## src/rtl/lcwf_pkg.sv

```systemverilog
// Shared types, constants and functions for the length/CRC/whitening framer.
// Holds the CRC-16 byte update, the whitening table and the result bundle type.
// No dependencies.
package lcwf_pkg;

    // Whitening table depth in use, and the longest payload that still fits it
    localparam int WHITEN_TABLE_DEPTH = 57;
    localparam int TABLE_SIZE         = 57;
    localparam logic [5:0] MAX_LEN    = 6'(WHITEN_TABLE_DEPTH - 3);

    // CRC-16, polynomial 0x8005, MSB first, no reflection
    localparam logic [15:0] CRC_INIT = 16'hFFFF;
    localparam logic [15:0] CRC_POLY = 16'h8005;

    localparam logic [7:0] WHITEN_TAB [TABLE_SIZE] = '{
        8'hff, 8'he1, 8'h1d, 8'h9a, 8'hed, 8'h85, 8'h33, 8'h24, 8'hea, 8'h7a,
        8'hd2, 8'h39, 8'h70, 8'h97, 8'h57, 8'h0a, 8'h54, 8'h7d, 8'h2d, 8'hd8,
        8'h6d, 8'h0d, 8'hba, 8'h8f, 8'h67, 8'h59, 8'hc7, 8'ha2, 8'hbf, 8'h34,
        8'hca, 8'h18, 8'h30, 8'h53, 8'h93, 8'hdf, 8'h92, 8'hec, 8'ha7, 8'h15,
        8'h8a, 8'hdc, 8'hf4, 8'h86, 8'h55, 8'h4e, 8'h18, 8'h21, 8'h40, 8'hc4,
        8'hc4, 8'hd5, 8'hc6, 8'h91, 8'h8a, 8'hcd, 8'he7
    };

    // Up to four frame bytes produced by one input word, in emit order
    typedef struct packed {
        logic [3:0][7:0] data;      // data[0] goes out first
        logic [1:0]      last_idx;  // index of the last valid byte
        logic            has_end;   // last byte closes the frame
    } lcwf_burst_t;

    // One byte through the CRC, eight shift steps
    function automatic logic [15:0] crc_byte(input logic [15:0] crc, input logic [7:0] b);
        logic [15:0] r;
        r = crc ^ {b, 8'h00};
        for (int k = 0; k < 8; k++) begin
            if (r[15]) begin
                r = (r << 1) ^ CRC_POLY;
            end else begin
                r = r << 1;
            end
        end
        return r;
    endfunction

    // Whitening byte for a frame position; zero beyond the table
    function automatic logic [7:0] whiten_at(input logic [5:0] pos);
        if (int'(pos) >= WHITEN_TABLE_DEPTH || int'(pos) >= TABLE_SIZE) begin
            return 8'h00;
        end
        return WHITEN_TAB[pos];
    endfunction

endpackage

```

## src/rtl/length_crc_whiten_framer.sv

```systemverilog
// Top level of the length/CRC/whitening framer: stream ports and output burst buffer.
// Depends on lcwf_pkg and lcwf_builder.
// Output: the first byte of a word's burst is on m_tdata in the cycle after acceptance.
// Throughput: a word yields 1..4 bytes, one per output handshake; mid-frame words stream
// at one per cycle unless m_tready stalls; start/end words hold the input until drained.
// Reset: synchronous active-low aresetn empties the buffer and starts a new frame.
module length_crc_whiten_framer (
    input  logic        aclk,
    input  logic        aresetn,
    input  logic        s_tvalid,
    output logic        s_tready,
    input  logic [15:0] s_tdata,   // [7:0] payload_byte, [13:8] frame_length, [15:14] zero
    output logic        m_tvalid,
    input  logic        m_tready,
    output logic [7:0]  m_tdata,   // [7:0] out_byte
    output logic        m_tlast    // frame_end
);
    import lcwf_pkg::*;

    lcwf_burst_t burst;
    lcwf_burst_t buf_reg;
    logic        buf_valid_reg;
    logic [1:0]  idx_reg;
    logic        s_accept;
    logic        m_take;
    logic        at_last;

    lcwf_builder u_builder (
        .aclk         (aclk),
        .aresetn      (aresetn),
        .accept       (s_accept),
        .payload_byte (s_tdata[7:0]),
        .frame_length (s_tdata[13:8]),
        .burst        (burst)
    );

    // Output side: walk the buffered burst one byte at a time
    assign at_last  = idx_reg == buf_reg.last_idx;
    assign m_tvalid = buf_valid_reg;
    assign m_tdata  = buf_reg.data[idx_reg];
    assign m_tlast  = buf_reg.has_end && at_last;
    assign m_take   = buf_valid_reg && m_tready;

    // Input side: take a new word once the buffer empties or drains this cycle
    assign s_tready = !buf_valid_reg || (m_take && at_last);
    assign s_accept = s_tvalid && s_tready;

    always_ff @(posedge aclk) begin
        if (!aresetn) begin
            buf_valid_reg <= 1'b0;
            idx_reg       <= 2'd0;
        end else if (s_accept) begin
            buf_valid_reg <= 1'b1;
            idx_reg       <= 2'd0;
        end else if (m_take) begin
            if (at_last) begin
                buf_valid_reg <= 1'b0;
            end else begin
                idx_reg <= idx_reg + 2'd1;
            end
        end
    end

    // Burst payload, no reset needed
    always_ff @(posedge aclk) begin
        if (s_accept) begin
            buf_reg <= burst;
        end
    end

    // An accepted word always shows output on the next cycle
    a_accept_out: assert property (@(posedge aclk) disable iff (!aresetn)
        s_tvalid && s_tready |=> m_tvalid && idx_reg == 2'd0)
        else $error("accepted word produced no output");

    // Read index never walks past the burst
    a_idx_range: assert property (@(posedge aclk) disable iff (!aresetn)
        m_tvalid |-> idx_reg <= buf_reg.last_idx)
        else $error("burst index past last byte");

    // Stalled output keeps its place in the burst
    a_idx_hold: assert property (@(posedge aclk) disable iff (!aresetn)
        m_tvalid && !m_tready |=> $stable(idx_reg) && m_tvalid)
        else $error("burst index moved under stall");

endmodule

```

## src/rtl/lcwf_builder.sv

```systemverilog
// Frame state and per-word byte generation: length, payload, CRC, whitening.
// Depends on lcwf_pkg. Produces a burst of 1..4 bytes for every accepted word.
module lcwf_builder (
    input  logic                 aclk,
    input  logic                 aresetn,
    input  logic                 accept,
    input  logic [7:0]           payload_byte,
    input  logic [5:0]           frame_length,
    output lcwf_pkg::lcwf_burst_t burst
);
    import lcwf_pkg::*;

    logic [15:0] crc_reg, crc_next;
    logic [5:0]  pos_reg, pos_next;
    logic [5:0]  len_reg, len_next;

    logic        start;
    logic        done;
    logic [5:0]  req_len;
    logic [5:0]  len_use;
    logic [5:0]  pos_new;
    logic [15:0] crc_base;
    logic [15:0] crc_data;
    logic [7:0]  len_byte;
    logic [7:0]  data_byte;
    logic [7:0]  crc_hi;
    logic [7:0]  crc_lo;

    // Frame start detection and length clamp
    always_comb begin
        start   = (pos_reg == 6'd0) || (pos_reg >= len_reg);
        req_len = frame_length;
        if (req_len == 6'd0) begin
            req_len = 6'd1;
        end
        if (req_len > MAX_LEN) begin
            req_len = MAX_LEN;
        end
        len_use = start ? req_len : len_reg;
        pos_new = (start ? 6'd0 : pos_reg) + 6'd1;
        done    = pos_new >= len_use;
    end

    // CRC over the length byte (on frame start) then the payload byte
    always_comb begin
        crc_base = start ? crc_byte(CRC_INIT, {2'b00, req_len}) : crc_reg;
        crc_data = crc_byte(crc_base, payload_byte);
    end

    // Whitened bytes, packed in emit order
    always_comb begin
        len_byte  = {2'b00, len_use} ^ whiten_at(6'd0);
        data_byte = payload_byte ^ whiten_at(pos_new);
        crc_hi    = crc_data[15:8] ^ whiten_at(len_use + 6'd1);
        crc_lo    = crc_data[7:0] ^ whiten_at(len_use + 6'd2);

        burst.data[0]  = start ? len_byte : data_byte;
        burst.data[1]  = start ? data_byte : crc_hi;
        burst.data[2]  = start ? crc_hi : crc_lo;
        burst.data[3]  = crc_lo;
        burst.last_idx = {done, start};
        burst.has_end  = done;
    end

    // Next frame state
    always_comb begin
        crc_next = crc_reg;
        pos_next = pos_reg;
        len_next = len_reg;
        if (accept) begin
            len_next = len_use;
            if (done) begin
                crc_next = CRC_INIT;
                pos_next = 6'd0;
            end else begin
                crc_next = crc_data;
                pos_next = pos_new;
            end
        end
    end

    always_ff @(posedge aclk) begin
        if (!aresetn) begin
            crc_reg <= CRC_INIT;
            pos_reg <= 6'd0;
            len_reg <= 6'd0;
        end else begin
            crc_reg <= crc_next;
            pos_reg <= pos_next;
            len_reg <= len_next;
        end
    end

    // Between frames the CRC sits at its seed
    a_crc_idle: assert property (@(posedge aclk) disable iff (!aresetn)
        pos_reg == 6'd0 |-> crc_reg == CRC_INIT)
        else $error("CRC not at seed between frames");

    // Mid-frame the position stays below the latched length
    a_pos_range: assert property (@(posedge aclk) disable iff (!aresetn)
        pos_reg != 6'd0 |-> pos_reg < len_reg)
        else $error("payload position past frame length");

    // Latched length never exceeds the clamp
    a_len_clamp: assert property (@(posedge aclk) disable iff (!aresetn)
        len_reg <= MAX_LEN)
        else $error("latched length above table limit");

endmodule
```

## config.mk

```make
export PLATFORM = sky130hd
export DESIGN_NAME = length_crc_whiten_framer
export DESIGN_NICKNAME = d
export VERILOG_FILES = /design/src/rtl/lcwf_pkg.sv /design/src/rtl/length_crc_whiten_framer.sv /design/src/rtl/lcwf_builder.sv
export SDC_FILE = /design/constraint.sdc
export NUM_CORES = 1
export LEC_CHECK = 0
export ABC_AREA = 1
export ABC_CLOCK_PERIOD_IN_PS = 5600
export BUFFER_PORTS_ARGS = -buffer_cell sky130_fd_sc_hd__buf_2
export CAP_MARGIN = 20
export CORE_ASPECT_RATIO = 1.2
export CORE_MARGIN = 2
export CORE_UTILIZATION = 50
export DETAILED_ROUTE_END_ITERATION = 6
export PLACE_DENSITY = 0.65
export SYNTH_ARGS = -nofsm -noshare
export SYNTH_HDL_FRONTEND = slang
export SYNTH_HIERARCHICAL = 1
export SYNTH_SLANG_ARGS = --single-unit
```

## constraint.sdc

```tcl
create_clock -name aclk -period 5.6 [get_ports aclk]
set_input_delay 0.56 -clock aclk [delete_from_list [all_inputs] [get_ports aclk]]
set_output_delay 0.56 -clock aclk [all_outputs]
set_load 0.02 [all_outputs]
```

**Word level (Yosys, flattened, before mapping)**

Memory sizes are Yosys's and may differ from the RTL's.
Cells that the tools add are included.

- Add/subtract/negate cells: 4
- Order comparisons: 10
- Eq/ne operators: 1
- Muxes and demuxes: 46
- Bitwise operators: 27
- Reduce and logical (&&, ||, !) cells: 14

Operators with widths:

| kind | count |
|---|---|
| $mux 16 | 18 |
| $mux 8 | 16 |
| $not 3->3 | 16 |
| $mux 6 | 5 |
| $xor 8x8->8 | 3 |
| $ge 7x7->1 const B | 3 |
| $not 6->7 | 3 |
| $ge 6x6->1 const B | 3 |
| $bmux 8 s2 | 1 |
| $not 14->16 | 1 |
| $xor 16x16->16 | 1 |
| $add 6x1->6 const B | 2 |
| $ge 6x6->1 | 2 |
| $logic_not 6->1 | 2 |
| $not 6->8 | 1 |
| $add 6x2->6 const B | 1 |
| $gt 6x6->1 const B | 1 |
| $mux 1 | 6 |
| $logic_and 1x1->1 | 4 |
| $reduce_and 2->1 | 2 |
| $reduce_bool 2->1 | 2 |
| $lt 2x3->1 const B | 1 |
| $add 2x1->2 const B | 1 |
| $eq 2x2->1 | 1 |
| 4 further kinds | 6 |

- Register bits after elaboration: 66
- Memory bits (read-only): 1536
- Input port bits: 20
- Output and inout port bits: 11
- Logic and storage cells: 116
- Memories kept: 3

Memories:

| memory | words | width | rd ports | clocked after memory_dff | write ports | line | text |
|---|---|---|---|---|---|---|---|
| (name not given) | 64 | 8 | 1 | 0 | 0 | lcwf_pkg.sv:50 | `return WHITEN_TAB[pos];` |
| (name not given) | 64 | 8 | 1 | 0 | 0 | lcwf_pkg.sv:50 |  |
| (name not given) | 64 | 8 | 1 | 0 | 0 | lcwf_pkg.sv:50 |  |

**Depth between registers and ports, before layout**

Gate-level depths: netlist of run 1.

- Depth in word-level cells: 41
- Mapped depth: 27
- Mapped depth without buffers: 27

**Modules after synthesis**

The synthesis of run 1 kept the hierarchy.

By module, submodules not included:

| module | instances | cells each | area each (µm²) | seq. area each (µm²) |
|---|---|---|---|---|
| lcwf_builder | 1 | 921 | 5207.5 | 560.5 |
| length_crc_whiten_framer | 1 | 115 | 1514.0 | 1111.1 |

**Worst setup path after synthesis of run 1**

Ideal clock, no wire load.

- Kind: register to register
- From: register u_builder.pos_reg[0]
- To: register buf_reg[0] in the netlist's numbering, data pin
- Library setup time: 0.251 ns
- Data arrival time: 3.925 ns
- Data required time: 5.349 ns
- Slack: 1.424 ns
- Stages on the path, launching flop included: 26
- Path buffers: 5
- Period minus slack after synthesis: 4.176 ns
- Cell sequence: dfxtp_1 -> inv_2 -> ha_1 -> inv_1 -> nand2_1 -> nand2_1 -> nand2_1 -> nand2_1 -> nand2_1 -> nand2_2 -> nand2_8 -> buf_8 -> buf_2 -> nor2_1 -> ha_1 -> nand3_1 -> xor2_1 -> nor2_1 -> clkbuf_1 -> ha_1 -> nand2_1 -> o21ai_0 -> a31oi_1 -> nand2_1 -> clkbuf_1 -> buf_4

- Word-level cells in the longest chain between the ends: 5
- Elaborated cells on any way between the ends: 7
- Those cells by class: 1 x add/sub; 2 x order compare; 2 x mux; 2 x reduce/logical

Ends and longest elaborated chain:

| element | line | text |
|---|---|---|
| start: declaration | lcwf_builder.sv:14 | `logic [5:0] pos_reg, pos_next;` |
| start signal: assignment | lcwf_builder.sv:89 | `pos_reg <= pos_next;` |
| $ge 6x6->1 / $logic_not 6->1 (equally long branches) | lcwf_builder.sv:31 | `start = (pos_reg == 6'd0) \|\| (pos_reg >= len_reg);` |
| $logic_or 1x1->1 | lcwf_builder.sv:31 |  |
| $mux 6 | lcwf_builder.sv:40 | `pos_new = (start ? 6'd0 : pos_reg) + 6'd1;` |
| $add 6x1->6 | lcwf_builder.sv:40 |  |
| $ge 6x6->1 * | lcwf_builder.sv:41 | `done = pos_new >= len_use;` |
| named net u_builder.done | lcwf_builder.sv:18 | `logic done;` |
| end signal: assignment | length_crc_whiten_framer.sv:67 | `buf_reg <= burst;` |
| end: declaration | length_crc_whiten_framer.sv:21 | `lcwf_burst_t buf_reg;` |

Mark *: on every way through the listed nets, which the timed path passes. The rest lies on a longest branch.
A chain may end at the register's enable or synchronous reset.

==> flow_summary.yaml, run 1 <==
sta:
  fin_setup_tns_ns: 0
  maxSlewHeadroom: 0.466
  tightest_slew_ns: 0.800
  skew_ns: 0.00708
  slew_viol_final: 0
  timing.hold.ws_ns: 0.463
  min_period_over_period: 0.841
  post-route-min-period_ns: 4.71
  max_freq_mhz: 212
  final-setup-viol-count: 0
  hold_viol: 0
  rsz0062_at_grt: "false"
layout:
  final_cells: 1216
  final_cell_mix: "nand2_1, o21ai_0, inv_1"
  area_growth_pct: 8.17
  regArea_um2: 1670
  multi_input_area_um2: 4360
  post-route-util: 0.552
  diodes: 0
  largest_reg_flops: 35
  fillCellCount: 1340
  finish.net_count: 1091
  drive_gt1_frac: 0.114
  final_common_cell: "nand2_1"
global_route:
  grt_pass1_wl_um: 32400
  grt_usage: 0.291
  grt_antenna_before_repair: 0
  grt_pass1_vias: 6304
  grt-ovfl-total: 0
  grt_max_degree: 67
floorplanning:
  die-area_um2: 14400
  core.rowCount: 46
  die_w_um: 110
  initial_core_util: 0.510
  die_y_um: 131
  ioPinCount: 31
  core_area_um2: 13200
worst_setup_path:
  end_kind: "register"
  r2r-start: "u_builder/pos_reg[0]"
  crit_family: "simple AND/OR/NAND/NOR gates"
  slowest_delay_ns: 0.48
  ff2ff_setup_slack_ns: 0.89
  arrival_ns: 4.80
  worst-path-stages: 26
  path_buf_inv: 5
  crit_fanout: 22
  required_ns: 5.69
  r2r-end: "buf_reg[26]"
  r2r_cells: 26
  cp_slowest_cell: "ha_1"
  crit_top_cell: "nand2_1"
  path_class: "register to register"
  cp-start-kind: "register"
route:
  via_count: 7048
  wire_per_inst_um: 16.9
  wl_um: 20500
  drtAntennaViolNets: 0
  firstDrtPassIters: 5
  drc: 0
  post_drt_via_cell_ratio: 5.80
  drt_iter0_drc: 574
synth:
  synth_cells: 1036
  synthesis.nets: 1084
  syn_area_um2: 6720
  ys_seq_area_frac: 0.249
  synth_simple_gate_area_frac: 0.299
  synth_top_family_by_area: "simple AND/OR/NAND/NOR gates"
  synth_fa_ha_area_frac: 0.0521
  synth-edff-count: 35
  ys_seq_elements: 66
  synth_ff_type: "edfxtp_1"
  yosysUniqueCellTypes: 53
  synthMuxAreaShare: 0.00149
  synth_compound_area_frac: 0.237
  synth_xor_area_frac: 0.0585
  synth.avg_cell_area_um2: 6.49
  ys_async_sr_fraction: 0
  synth-warning-count: 6
cts:
  clock_latency_ns: 0.33
  clkSinkCount: 66
  cts_root_buffer: "clkbuf_16"
  clkTransAtPathRegs_ns: 0.06
  cts-buffers-inserted: 9
  postCtsSetupRepairBufs: 0
  cts-resized-gates: 0
  clockBufferDepth: 2
  cts-hold-fix-buffers: 0
  h-tree-depth: 3
  cts_tree: "yes"
placed_design:
  io_buffers: 28
  dp.cells: 1200
  hpwl_um: 15300
  place.gp.congestion: 0.947
pwr:
  p_leak_nw: 3.31
  power_density_nw_per_um2: 335
  vdd.ir_drop.worst_mv: 0.221
worst_hold_path:
  min_from: "u_builder/crc_reg[11]"
  hold_end: "u_builder/crc_reg[11]"
  min_path_cells: 2
  hold_path.class: "register to register"
run:
  drv_cap: 0
outcome:
  status: "completed"
-- worst min-delay path: cells and delay by family (launching register included) --
| kind | cells | cell delay [ns] |
|---|---|---|
| flip-flops | 1 | 0.32 |
| AND/OR/NAND/NOR | 1 | 0.05 |
| AO/OA/AOI/OAI | 1 | 0.06 |
-- per-stage QoR --
stage	worst slack (ns)	cell area, um^2	total power [mW]
after global routing	0.638	7270	2.60
after detailed placement	1.02	6950	1.80
after global placement	1.02	6950	1.81
after floorplan	1.42	6720	1.51
after CTS	1.00	7270	2.42
final	0.891	7270	2.43
-- routing by layer --
metal | vias to the layer above | wire length (um) | GRT usage
met5 | - | 0 | 0
met3 | 43 | 1040 | 0.0327
met2 | 243 | 10100 | 0.518
met4 | 0 | 533 | 0.0894
met1 | 3221 | 8810 | 0.365
li1 | 3541 | - | -
-- cells in the mapped netlist (9+ instances only) --
cell	number	area share
xor2_1	30	0.039
buf_4	9	0.010
o21ai_0	102	0.076
nor3_1	10	0.0074
a31oi_1	12	0.011
clkbuf_1	23	0.013
dfxtp_1	31	0.092
buf_2	14	0.010
nand2_1	247	0.14
o211ai_1	22	0.025
inv_1	97	0.054
inv_2	15	0.0084
edfxtp_1	35	0.16
o21ai_1	21	0.016
nand2_2	10	0.0093
nand4_1	9	0.0084
o22ai_1	9	0.0084
nand3_1	78	0.058
ha_1	28	0.052
nor2_1	87	0.049
a21oi_1	69	0.051
-- kinds of logic (layout without fill, tap and decap cells) --
kind of cell / count (synthesis) / count (layout)
adders and majority gates: 28 / 28
AOI/OAI and AO/OA: 271 / 271
xor gates and xnor gates: 41 / 41
and+or+nand+nor: 464 / 464
DFF: 66 / 66
buffers and inverters: 165 / 177
muxes: 1 / 1
-- power breakdown --
| group | switching (mW) | internal (mW) | total (mW) |
|---|---|---|---|
| combinational | 0.818 | 0.364 | 1.18 |
| clock | 0.216 | 0.394 | 0.610 |
| sequential | 0.0247 | 0.618 | 0.643 |
-- worst max path at each step --
stage | end | slack, ns | start
5_1_grt | buf_reg[18] | 0.64 | u_builder/pos_reg[0]
2_1_floorplan | buf_reg[0] | 1.42 | u_builder/pos_reg[0]
6_report | buf_reg[26] | 0.89 | u_builder/pos_reg[0]
3_5_place_dp | buf_reg[11] | 1.02 | u_builder/pos_reg[0]
3_3_place_gp | buf_reg[19] | 1.02 | u_builder/pos_reg[0]
4_1_cts | buf_reg[11] | 1.00 | u_builder/pos_reg[0]
-- cell type report --
cell class,instances,area share
multi-input cells,805,0.599
flip-flops and latches,66,0.230
inverters,116,0.0606
repair buffers,45,0.0368
clock buffers,9,0.0310
well taps,168,0.0289
clock inverters,7,0.0138
Note: power is estimated with default switching activity, not from simulation.
==> run 2: changes to the inputs <==
- ABC_CLOCK_PERIOD_IN_PS: 5600 -> 3800
- PLACE_DENSITY: 0.65 -> 0.68
- clock period: 5.6 -> 3.8 ns (I/O delays scaled with it)
==> flow_summary.yaml, run 2 (same netlist as run 1, synthesis figures left out) <==
layout:
  final_cell_mix: "nand2_1, o21ai_0, inv_1"
  final_common_cell: "nand2_1"
  regArea_um2: 1670
  fillCellCount: 1289
  post-route-util: 0.605
  drive_gt1_frac: 0.197
  multi_input_area_um2: 4510
  design_area_um2: 7970
  largest_reg_flops: 35
  finish.net_count: 1159
  diodes: 0
  area_growth_pct: 18.6
route:
  via_count: 7342
  wire_per_inst_um: 16.3
  wl_um: 21000
  post_drt_via_cell_ratio: 5.72
  drtAntennaViolNets: 0
  drt_iter0_drc: 648
  firstDrtPassIters: 5
  drc: 0
worst_hold_path:
  hold_path.class: "primary input to register"
cts:
  h-tree-depth: 3
  clockBufferDepth: 2
  cts-buffers-inserted: 9
  clkSinkCount: 66
  cts_tree: "yes"
  cts-hold-fix-buffers: 0
  clock_latency_ns: 0.33
  clkTransAtPathRegs_ns: 0.06
  cts_root_buffer: "clkbuf_16"
pwr:
  p_int_mw: 2.16
  vdd.ir_drop.worst_mv: 0.244
  p_comb_frac: 0.535
  p_leak_nw: 3.65
  power_frac_seq: 0.250
  p_total_mw: 3.79
  power_switching_mw: 1.63
  power_density_nw_per_um2: 475
  clkPwrFrac: 0.216
  switching_share: 0.430
worst_setup_path:
  cp-start-kind: "register"
  crit_fanout: 17
  path_class: "register to register"
  required_ns: 3.89
  arrival_ns: 3.69
  end_kind: "register"
sta:
  maxSlewHeadroom: 0.518
  max_freq_mhz: 278
  min_period_over_period: 0.947
  tightest_slew_ns: 0.722
  slew_viol_final: 0
  setup_slack_ns: 0.201
  rsz0062_at_grt: "true"
  post-route-min-period_ns: 3.60
  skew_ns: 0.00401
  fin_setup_tns_ns: 0
  hold_viol: 0
  final-setup-viol-count: 0
global_route:
  grt_antenna_before_repair: 0
  grt_pass1_vias: 6542
  grt_pass1_wl_um: 32400
  grt-ovfl-total: 0
  grt.busiest_layer: "met2"
  grt_use_met2: 0.508
  grtUsageMet3: 0.0392
  gr-usage-met1: 0.350
  grt_usage: 0.292
  grt_max_degree: 67
placed_design:
  dpl_cell_area_um2: 7420
  io_buffers: 28
  place_ws_ns: 0.0834
  place.gp.congestion: 1.01
  hpwl_um: 15900
floorplanning:
  die_y_um: 131
  die_w_um: 110
  initial_core_util: 0.510
  die-area_um2: 14400
  core.rowCount: 46
  ioPinCount: 31
  core_area_um2: 13200
run:
  drv_cap: 0
outcome:
  status: "completed"
-- run 2: path summary, 6_finish.rpt --
| path | startpoint | to | slack [ns] | cells past startpoint |
|---|---|---|---|---|
| max | u_builder/len_reg[3] | buf_reg[18] | 0.20 | 20 |
| min | s_tvalid | m_tvalid | 0.30 | 3 |
| max reg2reg | u_builder/len_reg[3] | buf_reg[18] | 0.20 | 20 |
| min reg2reg | u_builder/crc_reg[12] | u_builder/crc_reg[12] | 0.46 | 2 |
-- run 2: critical path, stage by stage, from the launching register on --
cell and delay [ns]:
dfxtp_1 0.37, inv_1 0.07, ha_1 0.28, a21o_1 0.16, inv_1 0.04, nand2_1 0.07
nand2_2 0.13, nand2_8 0.11, buf_4 0.22, o21ai_2 0.29, inv_4 0.08, nand3_2 0.12
xor2_4 0.30, buf_6 0.17, nand2_1 0.05, nand2_1 0.06, o21ai_1 0.07, o211ai_1 0.36
nand3_1 0.21, nand3_1 0.15, nand2_1 0.06
-- run 2: power by group through the flow --
| stage | clock (mW) | sequential, mW | combinational (mW) |
|---|---|---|---|
| 2_1_floorplan | 0 | 0.952 | 1.28 |
| 3_3_place_gp | 0 | 0.956 | 1.86 |
| 3_5_place_dp | 0 | 0.960 | 1.86 |
| 4_1_cts | 0.825 | 0.946 | 1.87 |
| 5_1_grt | 0.851 | 0.957 | 2.21 |
| 6_report | 0.817 | 0.947 | 2.03 |
-- run 2: area by class of cell --
cell class | instances | area share
clock inverter | 6 | 0.00848
tap | 168 | 0.0264
multi-input combinational | 805 | 0.566
inverter | 116 | 0.0565
clock buffer | 10 | 0.0287
sequential | 66 | 0.210
timing repair buffer | 113 | 0.104
-- run 2: timing repair --
action	CTS	global route
setup endpoints to repair	0	36
resized for setup	0	50
setup buffers	0	9
-- run 2: stage by stage --
| stage | hold slack, ns | instances |
|---|---|---|
| floorplan | 0.431 | 1036 |
| global placement | 0.442 | 1259 |
| detailed placement | 0.446 | 1259 |
| CTS | 0.298 | 1275 |
| global route | 0.323 | 1284 |
| finish | 0.302 | 1284 |
-- run 2: per-layer routing --
metal / up-vias / wire length, um / part of all wire
met3: 55 / 1160 / 0.055
met5: - / 0 / 0
met1: 3369 / 8500 / 0.41
li1: 3653 / - / -
met4: 0 / 825 / 0.039
met2: 265 / 10500 / 0.50
==> run 3: changes to the inputs <==
- ABC_CLOCK_PERIOD_IN_PS: 3800 -> 3690
- CORE_MARGIN: 2 -> unset
- CTS_BUF_LIST: unset -> sky130_fd_sc_hd__clkbuf_4 sky130_fd_sc_hd__clkbuf_8
- PLACE_DENSITY: 0.68 -> 0.65
- clock period: 3.8 -> 3.69 ns (I/O delays scaled with it)
==> flow_summary.yaml, run 3 (same netlist as run 1, synthesis figures left out) <==
cts:
  clock_latency_ns: 0.34
  clkTransAtPathRegs_ns: 0.07
  cts-hold-fix-buffers: 0
  clkSinkCount: 66
  clockBufferDepth: 2
  h-tree-depth: 3
  cts_root_buffer: "clkbuf_8"
  cts-buffers-inserted: 9
  cts_tree: "yes"
worst_setup_path:
  required_ns: 3.80
  path_class: "register to register"
  r2r_cells: 24
  end_kind: "register"
  arrival_ns: 3.70
  r2r-end: "buf_reg[18]"
  startpoint: "u_builder/len_reg[0]"
  endpoint: "buf_reg[18]"
  cp-start-kind: "register"
  r2r-start: "u_builder/len_reg[0]"
  ff2ff_setup_slack_ns: 0.1
  crit_fanout: 7
sta:
  tightest_slew_ns: 0.764
  post-route-min-period_ns: 3.59
  hold_viol: 0
  max_freq_mhz: 278
  fin_setup_tns_ns: 0
  min_period_over_period: 0.974
  slew_viol_final: 0
  final-setup-viol-count: 0
  skew_ns: 0.00823
  maxSlewHeadroom: 0.490
global_route:
  grt_usage: 0.303
  grt_pass1_vias: 6671
  grt-ovfl-total: 0
  grt_max_degree: 37
  grt_pass1_wl_um: 32900
  grt_antenna_before_repair: 0
route:
  post_drt_via_cell_ratio: 5.80
  drt_iter0_drc: 671
  wl_um: 21800
  via_count: 7624
  drc: 1
  firstDrtPassIters: 7
  wire_per_inst_um: 16.6
  drtAntennaViolNets: 0
layout:
  fillCellCount: 1227
  drive_gt1_frac: 0.250
  largest_reg_flops: 35
  design_area_um2: 8410
  final_cell_mix: "nand2_1, buf_4, o21ai_0"
  final_cells: 1314
  area_growth_pct: 25.1
  finish.net_count: 1189
  diodes: 0
  final_common_cell: "nand2_1"
floorplanning:
  initial_core_util: 0.510
  ioPinCount: 31
  core.rowCount: 46
  die_y_um: 129
  core_area_um2: 13200
  die_w_um: 108
  die-area_um2: 13900
worst_hold_path:
  hold_path.class: "primary input to register"
  min_path_cells: 3
placed_design:
  io_buffers: 28
  hpwl_um: 16000
  dpl_cell_area_um2: 7570
  dp.cells: 1275
  place.gp.congestion: 1.01
outcome:
  violations: "DRC"
  status: "finished, violations left"
run:
  drv_cap: 0
pwr:
  power_density_nw_per_um2: 461
  vdd.ir_drop.worst_mv: 0.257
  p_leak_nw: 3.81
## run 3: metrics by stage
step / worst slack (ns) / power [mW] / util / hold WS, ns
detailed placement: -0.0548 / 2.91 / 0.574 / 0.448
global placement: -0.0796 / 2.91 / 0.574 / 0.443
floorplan: 0.0228 / 2.30 / - / 0.431
CTS: 0.0314 / 3.61 / 0.592 / 0.261
global route: -0.127 / 4.13 / 0.638 / 0.278
finish: 0.0961 / 3.88 / 0.638 / 0.275
## run 3: worst min path at each step
stage	end	startpoint	slack [ns]
global placement	u_builder/crc_reg[8]	u_builder/crc_reg[8]	0.44
detailed placement	u_builder/crc_reg[11]	u_builder/crc_reg[11]	0.45
global route	m_tvalid	s_tvalid	0.28
CTS	m_tvalid	s_tvalid	0.26
floorplan	u_builder/crc_reg[4]	u_builder/crc_reg[4]	0.43
finish	m_tvalid	s_tvalid	0.28
## run 3: what timing repair did
item | in CTS | in global routing
setup buffers | 0 | 21
cloned | 0 | 2
resized for setup | 3 | 112
endpoints found under the setup margin | 16 | 54
pin swaps | 0 | 29
## run 3: where the power goes
group          internal, mW  switching (mW)
Clock                 0.390           0.295
Combinational         0.831            1.39
Sequential            0.936          0.0349
## run 3: worst max-delay path, stage by stage, from the launching register on
cell        delay (ns)
dfxtp_1           0.41
ha_4              0.22
inv_1             0.04
nand2_1           0.04
nand2_1           0.05
nand2_1           0.05
nand2_1           0.07
nand2_2           0.08
nand2_4           0.12
nand2_4           0.10
o21ai_4           0.18
inv_2             0.07
ha_4              0.18
ha_4              0.32
clkinvlp_4        0.16
buf_6             0.15
nand2_2           0.06
a21oi_1           0.08
o21ai_1           0.18
nand2_1           0.10
nand2_1           0.08
o211ai_1          0.18
nand3b_1          0.28
nand3_1           0.12
nand2_1           0.05
## run 3: cell type report
class	count	area [um^2]	share of cell area
clock inverters	6	90.1	0.0107
clock buffers	10	131	0.0156
repair buffers	141	1070	0.128
well taps	168	210	0.0250
flip-flops and latches	66	1670	0.199
inverters	116	457	0.0543
multi-input cells	807	4780	0.568
## run 3: routing by layer
layer / part of all wire / up-vias / track usage
met1: 0.40 / 3494 / 0.372
met2: 0.50 / 347 / 0.543
met5: 0 / - / 0
met3: 0.062 / 61 / 0.0302
met4: 0.036 / 0 / 0.121
li1: - / 3722 / -
